## src/sv/clbp_pkg.sv

```systemverilog
`default_nettype none
package clbp_pkg;

	localparam int MAX_COLUMNS = 256;
	localparam int MAX_CELLS   = 65536;
	localparam int WIN_DEPTH   = 2 * MAX_COLUMNS + 3;
	localparam int SLOT_W      = $clog2(WIN_DEPTH);
	localparam int CNT_W       = 17;
	localparam int COLS_W      = 9;
	localparam int NB          = 9;
	localparam int QDEPTH      = 4;
	localparam int QPTR_W      = $clog2(QDEPTH);
	localparam int QCNT_W      = $clog2(QDEPTH + 1);
	localparam int ADDR_W      = 3;
	localparam int COLS_RESET  = 16;

	localparam logic       OP_PUSH     = 1'b0;
	localparam logic       OP_DRAIN    = 1'b1;
	localparam logic [0:0] REG_COLUMNS = 1'b0;

	typedef logic [NB-1:0][7:0] gray_vec_t;

	typedef struct packed {
		logic [15:0]   cell_index;
		logic          last;
		logic [NB-1:0] mask;
		gray_vec_t     gray;
	} code_job_t;

	// neighbour k in visiting order: dc outer, dr inner, k = 3*(dc+1) + (dr+1)
	function automatic logic signed [10:0] nb_offset(input logic [3:0] k,
		input logic [COLS_W-1:0] cols);
		logic signed [10:0] c;
		logic signed [10:0] d;
		c = {2'b00, cols};
		case (k)
			4'd0:    d = -c - 11'sd1;
			4'd1:    d = -11'sd1;
			4'd2:    d = c - 11'sd1;
			4'd3:    d = -c;
			4'd5:    d = c;
			4'd6:    d = 11'sd1 - c;
			4'd7:    d = 11'sd1;
			4'd8:    d = c + 11'sd1;
			default: d = 11'sd0;
		endcase
		return d;
	endfunction

endpackage
`default_nettype wire

```

## src/sv/clbp_queue.sv

```systemverilog
`default_nettype none
module clbp_queue (
	input  wire logic                          clk,
	input  wire logic                          arst_n,
	input  wire logic                          push,
	input  wire clbp_pkg::code_job_t           din,
	input  wire logic                          pop,
	output logic                               not_empty,
	output clbp_pkg::code_job_t                dout,
	output logic [clbp_pkg::QCNT_W-1:0]        count
);
	localparam int PW = clbp_pkg::QPTR_W;

	clbp_pkg::code_job_t   entry_q [clbp_pkg::QDEPTH];
	logic [PW-1:0]         wr_q, rd_q;
	logic [clbp_pkg::QCNT_W-1:0] cnt_q;

	assign not_empty = cnt_q != '0;
	assign dout      = entry_q[rd_q];
	assign count     = cnt_q;

	always_ff @(posedge clk or negedge arst_n) begin
		if (!arst_n) begin
			wr_q  <= '0;
			rd_q  <= '0;
			cnt_q <= '0;
		end else begin
			if (push) begin
				wr_q <= wr_q + PW'(1);
			end
			if (pop) begin
				rd_q <= rd_q + PW'(1);
			end
			cnt_q <= cnt_q + clbp_pkg::QCNT_W'(push) - clbp_pkg::QCNT_W'(pop);
		end
	end

	always_ff @(posedge clk) begin
		if (push) begin
			entry_q[wr_q] <= din;
		end
	end
endmodule
`default_nettype wire

```

## config.mk

```make
export PLATFORM = sky130hd
export DESIGN_NAME = clbp_queue
export DESIGN_NICKNAME = d
export VERILOG_FILES = /design/src/sv/clbp_pkg.sv /design/src/sv/clbp_queue.sv
export SDC_FILE = /design/constraint.sdc
export NUM_CORES = 1
export LEC_CHECK = 0
export ABC_AREA = 1
export BUFFER_PORTS_ARGS = -buffer_cell sky130_fd_sc_hd__buf_4
export CAP_MARGIN = 20
export CORE_ASPECT_RATIO = 1.25
export CORE_MARGIN = 8
export CORE_UTILIZATION = 40
export DETAILED_ROUTE_END_ITERATION = 7
export HOLD_SLACK_MARGIN = 0.05
export SETUP_SLACK_MARGIN = 0.05
export SYNTH_ARGS = -nofsm -noshare
export SYNTH_HDL_FRONTEND = slang
export SYNTH_SLANG_ARGS = --single-unit
```

## constraint.sdc

```tcl
create_clock -name clk -period 5.99 [get_ports clk]
set_input_delay 0.599 -clock clk [delete_from_list [all_inputs] [get_ports clk]]
set_output_delay 0.599 -clock clk [all_outputs]
set_load 0.01 [all_outputs]
```

==> flow_summary_export.csv <==
group,metric,value,unit
drt,initialDrtViolationCount,482,
final_layout,fin_nets,1884,
drt,wl,36.4,mm
power,power_leakage,9.28,nW
timing,slew_viol_final,0,
final_layout,final_cell_mix,"501 x nand2_1, 400 x inv_1, 392 x edfxtp_1, 215 x buf_4, 198 x nand3_1",
drt,drt-pass1-iter-count,5,
drt,wl_per_cell,15.4,µm
timing,finalSetupTns,0,ps
grt,grt_usage,14.6,%
final_layout,drive_gt1_share,15.5,%
synth,yosysUniqueCellTypes,15,
clocking,tritoncts,"yes",
power,ir_drop,0.000478,V
final_layout,seqCellArea,12000,µm²
final_layout,syn_to_final_growth,19.2,%
synth,syn-num-nets,1689,
clocking,insertion_delay,530,ps
drt,drcViolationCount,0,
placement,dp_hpwl,21.2,mm
timing,setup_viol,0,
synth,yosysSeqAreaShare,70.8,%
worst_setup_path,worst-path-max-fanout,118,
run_status,status,"finished, final reports clean",
final_layout,post-route-util,48.1,%
worst_setup_path,crit_path_start_kind,"register",
clocking,h-tree-depth,2,
worst_setup_path,crit_required,5390,ps
floorplan,dieArea,49100,µm²
timing,tightest_slew,1010,ps
timing,hold_violations,0,
synth,yosys.area.top_type,"edfxtp_1",
worst_setup_path,endpoint_kind,"output port",
timing,fmax,0.285,GHz
power,power.total,9.82,mW
synth,syn_area,16900,µm²
timing,fin_skew,10.4,ps
timing,min_period,3510,ps
grt,gr-max-usage-layer,"met2",
floorplan,initial_utilization,40.4,%
timing,rsz0062_at_grt,"no",
clocking,cts-resized-gates,0,
worst_hold_path,whs_path_depth,1,
grt,antenna_found_initial,1,
clocking,root_buffer,"clkbuf_16",
grt,overflow,0,
placement,place_inst,2289,
clocking,cts_buffers,42,
synth,synth_top_area_share,69.7,%
placement,place.gp.congestion,0.708,
final_layout,final_common_cell,"nand2_1",
power,power.density,488,nW/µm²
synth,ys_warn_count,0,
worst_setup_path,worstRegToRegCells,5,
worst_hold_path,hp-start,"din[0]",
flow_run,cap_violations,0,
floorplan,pin_count,204,
worst_setup_path,critPathArrivalTime,2910,ps
drt,vias,10600,
floorplan,die-height,246,µm
worst_setup_path,r2r_setup_slack,3500,ps
worst_setup_path,rr_endpoint,"entry_q[2][59]",
worst_hold_path,hold_class,"input pin to register",
clocking,clockBufferDepth,3,
drt,ant_nets,0,
worst_setup_path,criticalPathCategory,"register to output port",
final_layout,multi_input_area,3000,µm²
timing,relSlewSlack,33.0,%
grt,met3_usage,2.75,%
clocking,clkSinkCount,399,
timing,period_share,58.5,%
final_layout,fill_cells,3824,
grt,grt_max_degree,119,
grt,grt_first_pass_wirelength,56.2,mm
clocking,cts_setup_buffers,0,
timing,hold_ws,264,ps
final_layout,final_cells,2363,
floorplan,fp.coreArea,41800,µm²
grt,grt_pass1_vias,10400,
synth,ys_seq_elements,399,
worst_hold_path,whs_endpoint,"entry_q[1][0]",
synth,syn_area_per_cell,10.7,µm²
grt,use_met1,17.9,%
grt,globalRouteMet2Util,25.8,%
placement,io_buffers,203,
worst_setup_path,r2r-start,"wr_q[0]",
drt,via_per_inst,4.48,
floorplan,chipWidth,200,µm
floorplan,row_count,84,
synth,syn_inst,1580,
clocking,cts.clk_slew.worst_paths,60,ps
synth,synth.top_cells.by_area,"edfxtp_1 70%, nand2_1 11%, inv_1 9.0%",
where the power goes:
group	switching (mW)	internal, mW	leakage (nW)	total, mW
Combinational	2.29	1.28	4.97	3.57
Sequential	0.144	3.66	3.68	3.81
Clock	0.998	1.45	0.638	2.44
cell families after synthesis:
kind of cell             count (synthesis)  share of synthesized area [%]
flip-flops                             399                           70.8
AO/OA/AOI/OAI                            1                         0.0296
XOR/XNOR                                 3                          0.156
AND/OR/NAND/NOR                        699                           17.0
adder cells (fa/ha/maj)                  7                          0.563
buffers and inverters                  471                           11.5
Yosys cell counts (all sizes together):
cell type and instances:
edfxtp 392, buf 48, dfrtp 7, o21ai 1
xor2 3, ha 6, nand2 501, inv 406
nand3 198, fa 1, clkbuf 17
layout make-up:
type | count | share of cell area, %
Sequential cell | 399 | 59.4
Clock inverter | 18 | 0.690
Multi-Input combinational cell | 710 | 14.9
Clock buffer | 54 | 5.77
Timing Repair Buffer | 216 | 8.07
Tap cell | 559 | 3.48
Inverter | 406 | 7.66
Antenna cell | 1 | 0.0124
worst max path at each step:
stage	from	to	slack [ps]	cells after the start
final	rd_q[0]	dout[12]	2480	6
after global routing	rd_q[0]	dout[12]	2280	6
after CTS	rd_q[0]	dout[12]	2420	6
after detailed placement	rd_q[0]	dout[12]	3010	6
after global placement	rd_q[0]	dout[12]	3030	6
after floorplan	push	entry_q[1][0]	2740	3
per-stage QoR:
| step | setup WS [ps] | instance area (µm²) |
|---|---|---|
| after floorplan | 2740 | 16900 |
| after global placement | 3030 | 18800 |
| final | 2480 | 20100 |
| after global routing | 2280 | 20100 |
| after CTS | 2420 | 20100 |
| after detailed placement | 3010 | 18800 |
critical path, stage by stage (launching register included):
cell and delay, ps:
dfrtp_4 610, inv_6 690, buf_4 570, nand2_1 110
nand3_1 100, nand2_1 100, buf_4 160
routing by layer:
layer	part of all wire [%]	vias to the layer above	routed length, µm
met5	0	-	0
met4	1.8	0	658
met3	5.5	51	2000
met2	51	217	18600
met1	42	5021	15100
li1	-	5298	-
timing repair:
action                                  in CTS  in global routing
hold buffers                                 1                  0
endpoints found under the hold margin        7                  0
endpoints found under the setup margin       0                  0
registers in the layout, summed over array words and instances (netlist names):
signal   cells
entry_q    392
count        3
rd_q         2
wr_q         2
(Power assumes the default switching activity.)
