[src/sv/clbp_pkg.sv]
`default_nettype none
package clbp_pkg;

	localparam int MAX_COLUMNS = 256;
	localparam int MAX_CELLS   = 65536;
	localparam int WIN_DEPTH   = 2 * MAX_COLUMNS + 3;
	localparam int SLOT_W      = $clog2(WIN_DEPTH);
	localparam int CNT_W       = 17;
	localparam int COLS_W      = 9;
	localparam int NB          = 9;
	localparam int QDEPTH      = 4;
	localparam int QPTR_W      = $clog2(QDEPTH);
	localparam int QCNT_W      = $clog2(QDEPTH + 1);
	localparam int ADDR_W      = 3;
	localparam int COLS_RESET  = 16;

	localparam logic       OP_PUSH     = 1'b0;
	localparam logic       OP_DRAIN    = 1'b1;
	localparam logic [0:0] REG_COLUMNS = 1'b0;

	typedef logic [NB-1:0][7:0] gray_vec_t;

	typedef struct packed {
		logic [15:0]   cell_index;
		logic          last;
		logic [NB-1:0] mask;
		gray_vec_t     gray;
	} code_job_t;

	// neighbour k in visiting order: dc outer, dr inner, k = 3*(dc+1) + (dr+1)
	function automatic logic signed [10:0] nb_offset(input logic [3:0] k,
		input logic [COLS_W-1:0] cols);
		logic signed [10:0] c;
		logic signed [10:0] d;
		c = {2'b00, cols};
		case (k)
			4'd0:    d = -c - 11'sd1;
			4'd1:    d = -11'sd1;
			4'd2:    d = c - 11'sd1;
			4'd3:    d = -c;
			4'd5:    d = c;
			4'd6:    d = 11'sd1 - c;
			4'd7:    d = 11'sd1;
			4'd8:    d = c + 11'sd1;
			default: d = 11'sd0;
		endcase
		return d;
	endfunction

endpackage
`default_nettype wire

[src/sv/clbp_if.sv]
`default_nettype none


interface clbp_out_if;
	logic        valid;
	logic        ready;
	logic [15:0] cell_index;
	logic [8:0]  pattern_code;
	logic [3:0]  bit_count;
	logic        last_of_frame;
	modport source (output valid, cell_index, pattern_code, bit_count, last_of_frame,
		input ready);
	modport sink (input valid, cell_index, pattern_code, bit_count, last_of_frame,
		output ready);
endinterface
`default_nettype wire

[src/sv/clbp_back.sv]
`default_nettype none
module clbp_back (
	input  wire logic                clk,
	input  wire logic                arst_n,
	input  wire logic                job_valid,
	input  wire clbp_pkg::code_job_t job,
	output logic                     pop,
	clbp_out_if.source               out_ch
);
	logic        valid_q;
	logic [8:0]  code;
	logic [3:0]  count;
	logic [7:0]  centre;

	assign pop = job_valid && (!valid_q || out_ch.ready);
	assign centre = job.gray[4];

	// pack in visiting order, first valid neighbour ends up most significant
	always_comb begin
		code  = '0;
		count = '0;
		for (int k = 0; k < clbp_pkg::NB; k++) begin
			if (job.mask[k]) begin
				code  = {code[7:0], job.gray[k] >= centre};
				count = count + 4'd1;
			end
		end
	end

	always_ff @(posedge clk or negedge arst_n) begin
		if (!arst_n) begin
			valid_q <= 1'b0;
		end else if (pop) begin
			valid_q <= 1'b1;
		end else if (out_ch.ready) begin
			valid_q <= 1'b0;
		end
	end

	always_ff @(posedge clk) begin
		if (pop) begin
			out_ch.cell_index    <= job.cell_index;
			out_ch.pattern_code  <= code;
			out_ch.bit_count     <= count;
			out_ch.last_of_frame <= job.last;
		end
	end

	assign out_ch.valid = valid_q;
endmodule
`default_nettype wire
[src/flat_wrapper.sv]
// flat-port wrapper written by rule: the top's interface ports become plain ports
module clbp_back_flat 
  (clk, arst_n, job_valid, job, pop, out_ch_valid, out_ch_cell_index, out_ch_pattern_code, out_ch_bit_count, out_ch_last_of_frame, out_ch_ready);
  clbp_out_if out_ch_i ();
  input  wire logic clk;
  input  wire logic arst_n;
  input  wire logic job_valid;
  input  wire clbp_pkg::code_job_t job;
  output logic pop;
  output wire logic [$bits(out_ch_i.valid)-1:0] out_ch_valid;
  output wire logic [$bits(out_ch_i.cell_index)-1:0] out_ch_cell_index;
  output wire logic [$bits(out_ch_i.pattern_code)-1:0] out_ch_pattern_code;
  output wire logic [$bits(out_ch_i.bit_count)-1:0] out_ch_bit_count;
  output wire logic [$bits(out_ch_i.last_of_frame)-1:0] out_ch_last_of_frame;
  input wire logic [$bits(out_ch_i.ready)-1:0] out_ch_ready;
  assign out_ch_valid = out_ch_i.valid;
  assign out_ch_cell_index = out_ch_i.cell_index;
  assign out_ch_pattern_code = out_ch_i.pattern_code;
  assign out_ch_bit_count = out_ch_i.bit_count;
  assign out_ch_last_of_frame = out_ch_i.last_of_frame;
  assign out_ch_i.ready = out_ch_ready;
  clbp_back u_core (.clk(clk), .arst_n(arst_n), .job_valid(job_valid), .job(job), .pop(pop), .out_ch(out_ch_i));
endmodule
[config.mk]
export PLATFORM = sky130hd
export DESIGN_NAME = clbp_back_flat
export DESIGN_NICKNAME = d
export VERILOG_FILES = /design/src/sv/clbp_pkg.sv /design/src/sv/clbp_if.sv /design/src/sv/clbp_back.sv /design/src/flat_wrapper.sv
export SDC_FILE = /design/constraint.sdc
export NUM_CORES = 1
export LEC_CHECK = 0
export BUFFER_PORTS_ARGS = -buffer_cell sky130_fd_sc_hd__buf_2
export CAP_MARGIN = 30
export CORE_UTILIZATION = 42
export CTS_CLUSTER_SIZE = 20
export DETAILED_ROUTE_END_ITERATION = 8
export PLACE_DENSITY_LB_ADDON = 0.3
export SLEW_MARGIN = 20
export SYNTH_ARGS = -nofsm -noshare
export SYNTH_HDL_FRONTEND = slang
export SYNTH_SLANG_ARGS = --single-unit
export TNS_END_PERCENT = 5
[constraint.sdc]
create_clock -name clk -period 5 [get_ports clk]
set_input_delay 0.25 -clock clk [delete_from_list [all_inputs] [get_ports clk]]
set_output_delay 0.25 -clock clk [all_outputs]
set_load 0.03 [all_outputs]
==> results by group <==
Critical path
  – Critical path endpoint category: flip-flop
  – Crit Path Category: primary input to flip-flop
  – Crit start category: primary input
  – Critical Path Max Stage Delay: 340 ps
  – Crit path DAT: 3840 ps
  – Slowest stage cell, crit path: ha_1
  – Critical path peak fanout: 8
  – Top cell by count, worst path: ha_1
  – CP Cell Sequence: buf_2 -> inv_1 -> ha_1 -> xnor2_2 -> inv_1 -> ha_1 -> xnor2_1 -> nand3_1 -> o221a_2 -> ha_1 -> xor2_1 -> o22ai_1 -> nor2_1 -> ha_1 -> nand2_1 -> o31ai_1 -> ha_1 -> mux2_2
  – Req. time, crit path: 5030 ps

Route
  – Vias: 3309
  – DRT Wirelength: 8.46 mm
  – Wire length per cell: 13.6 µm
  – Final ANT Viol Nets: 0
  – Drt first-iter violations: 132
  – DRC viols: 0
  – Number of vias per cell: 5.33
  – Drt pass-1 iters: 4

Synthesis
  – Seq/Total Area, Yosys: 0.257
  – Post-synth EDFFs: 30
  – Syn nets: 560
  – Synth warn: 0
  – Avg Inst Size Synth: 9.37 µm²
  – Library cells used by synthesis: 62
  – Ys flop type: edfxtp_1
  – Synthesized area: 3610 µm²
  – #FFs+latches synth: 31
  – Mapped Cells: 385
  – Async set or reset register ratio after synthesis: 0.0323

Power and ir drop
  – Leakage dissipation: 0.00216 µW
  – Cell Pwr Density: 217 nW/µm²
  – Worst vdd ir: 0.000114 V

Floorplanning
  – Die width: 94.7 µm
  – Core footprint: 8260 µm²
  – Starting Density: 0.437
  – I/O Pins: 134
  – Rows: 33
  – Die area: 8960 µm²
  – Die Height: 94.7 µm

Final layout
  – Final #Nets: 690
  – Fill cell count: 783
  – Layout cell share with drive strength beyond 1: 0.300
  – ANT cells: 0
  – Syn-to-layout area delta: 23.4%

Clocking
  – Clk_lat worst skew: 280 ps
  – H-Tree Depth: 2
  – Clock tree buffer depth: 2
  – Clock root buffer: clkbuf_8
  – TritonCTS clock tree: built
  – Num CTS Buffers: 5
  – Setup bufs post-CTS: 0
  – Clk sinks: 31
  – Clock transition at path regs: 60 ps

Placed design
  – Port Buf Inserts: 133
  – Dpl hpwl: 6.96 mm
  – Global placer's final weighted congestion: 0.849
  – Pre-CTS setup slack: 899 ps

STA
  – Max-slew headroom: 0.673
  – Final clock skew: 5.59 ps
  – # setup viols final: 0
  – Final hold vios: 0
  – Final min period: 3800 ps
  – Setup ws final: 1200 ps
  – Worst-Margin Slew: 487 ps
  – Fmax: 263 MHz
  – RSZ-0062 raised after global routing: no
  – Setup tns final: 0 ps
  – Period utilization: 0.761
  – Final Slew Violations: 0

Global route
  – Initial antenna violation count: 0
  – Number of global-route vias before repair: 3131
  – Largest net degree at the start of global routing: 32
  – GRT Residual Overflow: 0
  – GRT Util Overall: 0.192
  – First-pass GRT wire length: 13.8 mm

Flow run
  – Max Cap Viol: 0

Run status
  – Status: completed

Hold path
  – Worst Hold Class: primary input to flip-flop
==> power by group <==
group          switching (µW)  internal (µW)  leakage (µW)
Clock                    87.5           97.4     0.0000422
Combinational             263            198       0.00182
Sequential               4.37            318      0.000298
Total                     355            613       0.00216
==> area by class of cell <==
class                      instances  area [µm²]  area share
clock inverter                     1        5.00     0.00112
tap                              105         131      0.0295
multi-input combinational        315        2530       0.568
timing repair buffer             135         683       0.153
clock buffer                       7        76.3      0.0171
sequential                        31         926       0.208
inverter                          27         101      0.0228
==> path summary, 6_finish.rpt <==
kind / start / endpoint / slack (ps) / depth (start not counted)
hold reg to reg: u_core.out_ch.valid / u_core.out_ch.valid / 520 / 2
setup / recovery: job[73] / u_core.out_ch.bit_count[1] / 1200 / 18
setup reg to reg: u_core.out_ch.valid / u_core.out_ch.cell_index[12] / 3710 / 3
max in group asynchronous: arst_n / u_core.out_ch.valid / 4630 / 2
min in group asynchronous: arst_n / u_core.out_ch.valid / 280 / 2
hold / removal: job[81] / u_core.out_ch.last_of_frame / 140 / 1
==> critical path: cells and delay by family <==
family | cells | cell delay (ps)
XOR/XNOR | 3 | 580
AO/OA/AOI/OAI | 3 | 530
multiplexers | 1 | 250
adder cells (fa/ha/maj) | 5 | 1580
buffers and inverters | 3 | 390
AND/OR/NAND/NOR | 3 | 240
==> synthesized netlist by cell type (5+ instances only) <==
cell	count	area [µm²]
nor2b_1	8	50.1
a211oi_1	6	45.0
edfxtp_1	30	901
a21oi_1	22	110
nor2_1	22	82.6
clkbuf_1	6	22.5
nand2b_1	8	50.1
xor2_1	9	78.8
nor3_1	12	60.1
ha_1	73	913
nand3_1	11	55.1
nand2_1	27	101
a21o_1	12	90.1
mux2i_1	5	50.1
xnor2_1	11	96.3
inv_1	25	93.8
o21ai_0	19	95.1
==> placed cells by master, fill, tap and decap left out, types with 3 or more instances in the layout <==
| cell type | instances |
|---|---|
| a211oi_1 | 6 |
| a21o_1 | 12 |
| a21oi_1 | 22 |
| a31oi_1 | 4 |
| buf_2 | 133 |
| clkbuf_8 | 5 |
| edfxtp_1 | 30 |
| ha_1 | 73 |
| inv_1 | 25 |
| mux2i_1 | 5 |
| nand2_1 | 27 |
| nand2b_1 | 8 |
| nand3_1 | 11 |
| nand4_1 | 4 |
| nor2_1 | 22 |
| nor2b_1 | 8 |
| nor3_1 | 12 |
| o211ai_1 | 4 |
| o21a_1 | 4 |
| o21ai_0 | 19 |
| o21ai_1 | 3 |
| o22ai_1 | 4 |
| xnor2_1 | 11 |
| xnor2_2 | 3 |
| xor2_1 | 9 |
==> state kept, by name, summed over array words and instances, names as in the netlist <==
register                     count
u_core.out_ch.last_of_frame      1
u_core.out_ch.bit_count          4
u_core.out_ch.valid              1
u_core.out_ch.pattern_code       9
u_core.out_ch.cell_index        16
==> timing repair <==
item	4_1_cts	5_1_grt
gates resized for setup	0	0
endpoints found under the hold margin	1	0
hold buffers	1	0
==> layer usage <==
layer  track usage  wire [µm]  part of all wire
met1         0.222       3590              0.42
met3        0.0564        617             0.073
met5             0          0                 0
met4        0.0391         53            0.0063
met2         0.348       4190              0.50
==> stage by stage <==
stage          instance area, µm²  power (µW)  hold WS, ps  cells   util
6_report                     4450         968          141    621  0.539
5_1_grt                      4450        1050          125    621  0.539
4_1_cts                      4450         977          134    621  0.539
3_5_place_dp                 4360         790         30.3    612  0.528
3_3_place_gp                 4360         775         25.2    612  0.528
2_1_floorplan                3610         671        -45.6    385      -
==> cell families after synthesis <==
kind of cell               after synthesis  synth area share
AOI/OAI and AO/OA                      110             0.221
and+or+nand+nor                        101             0.137
adders and majority gates               73             0.253
buffers and inverters                   39            0.0420
DFF                                     31             0.257
xor gates and xnor gates                24            0.0697
muxes                                    7            0.0201
No activity file was read; power rests on OpenSTA's default activity.
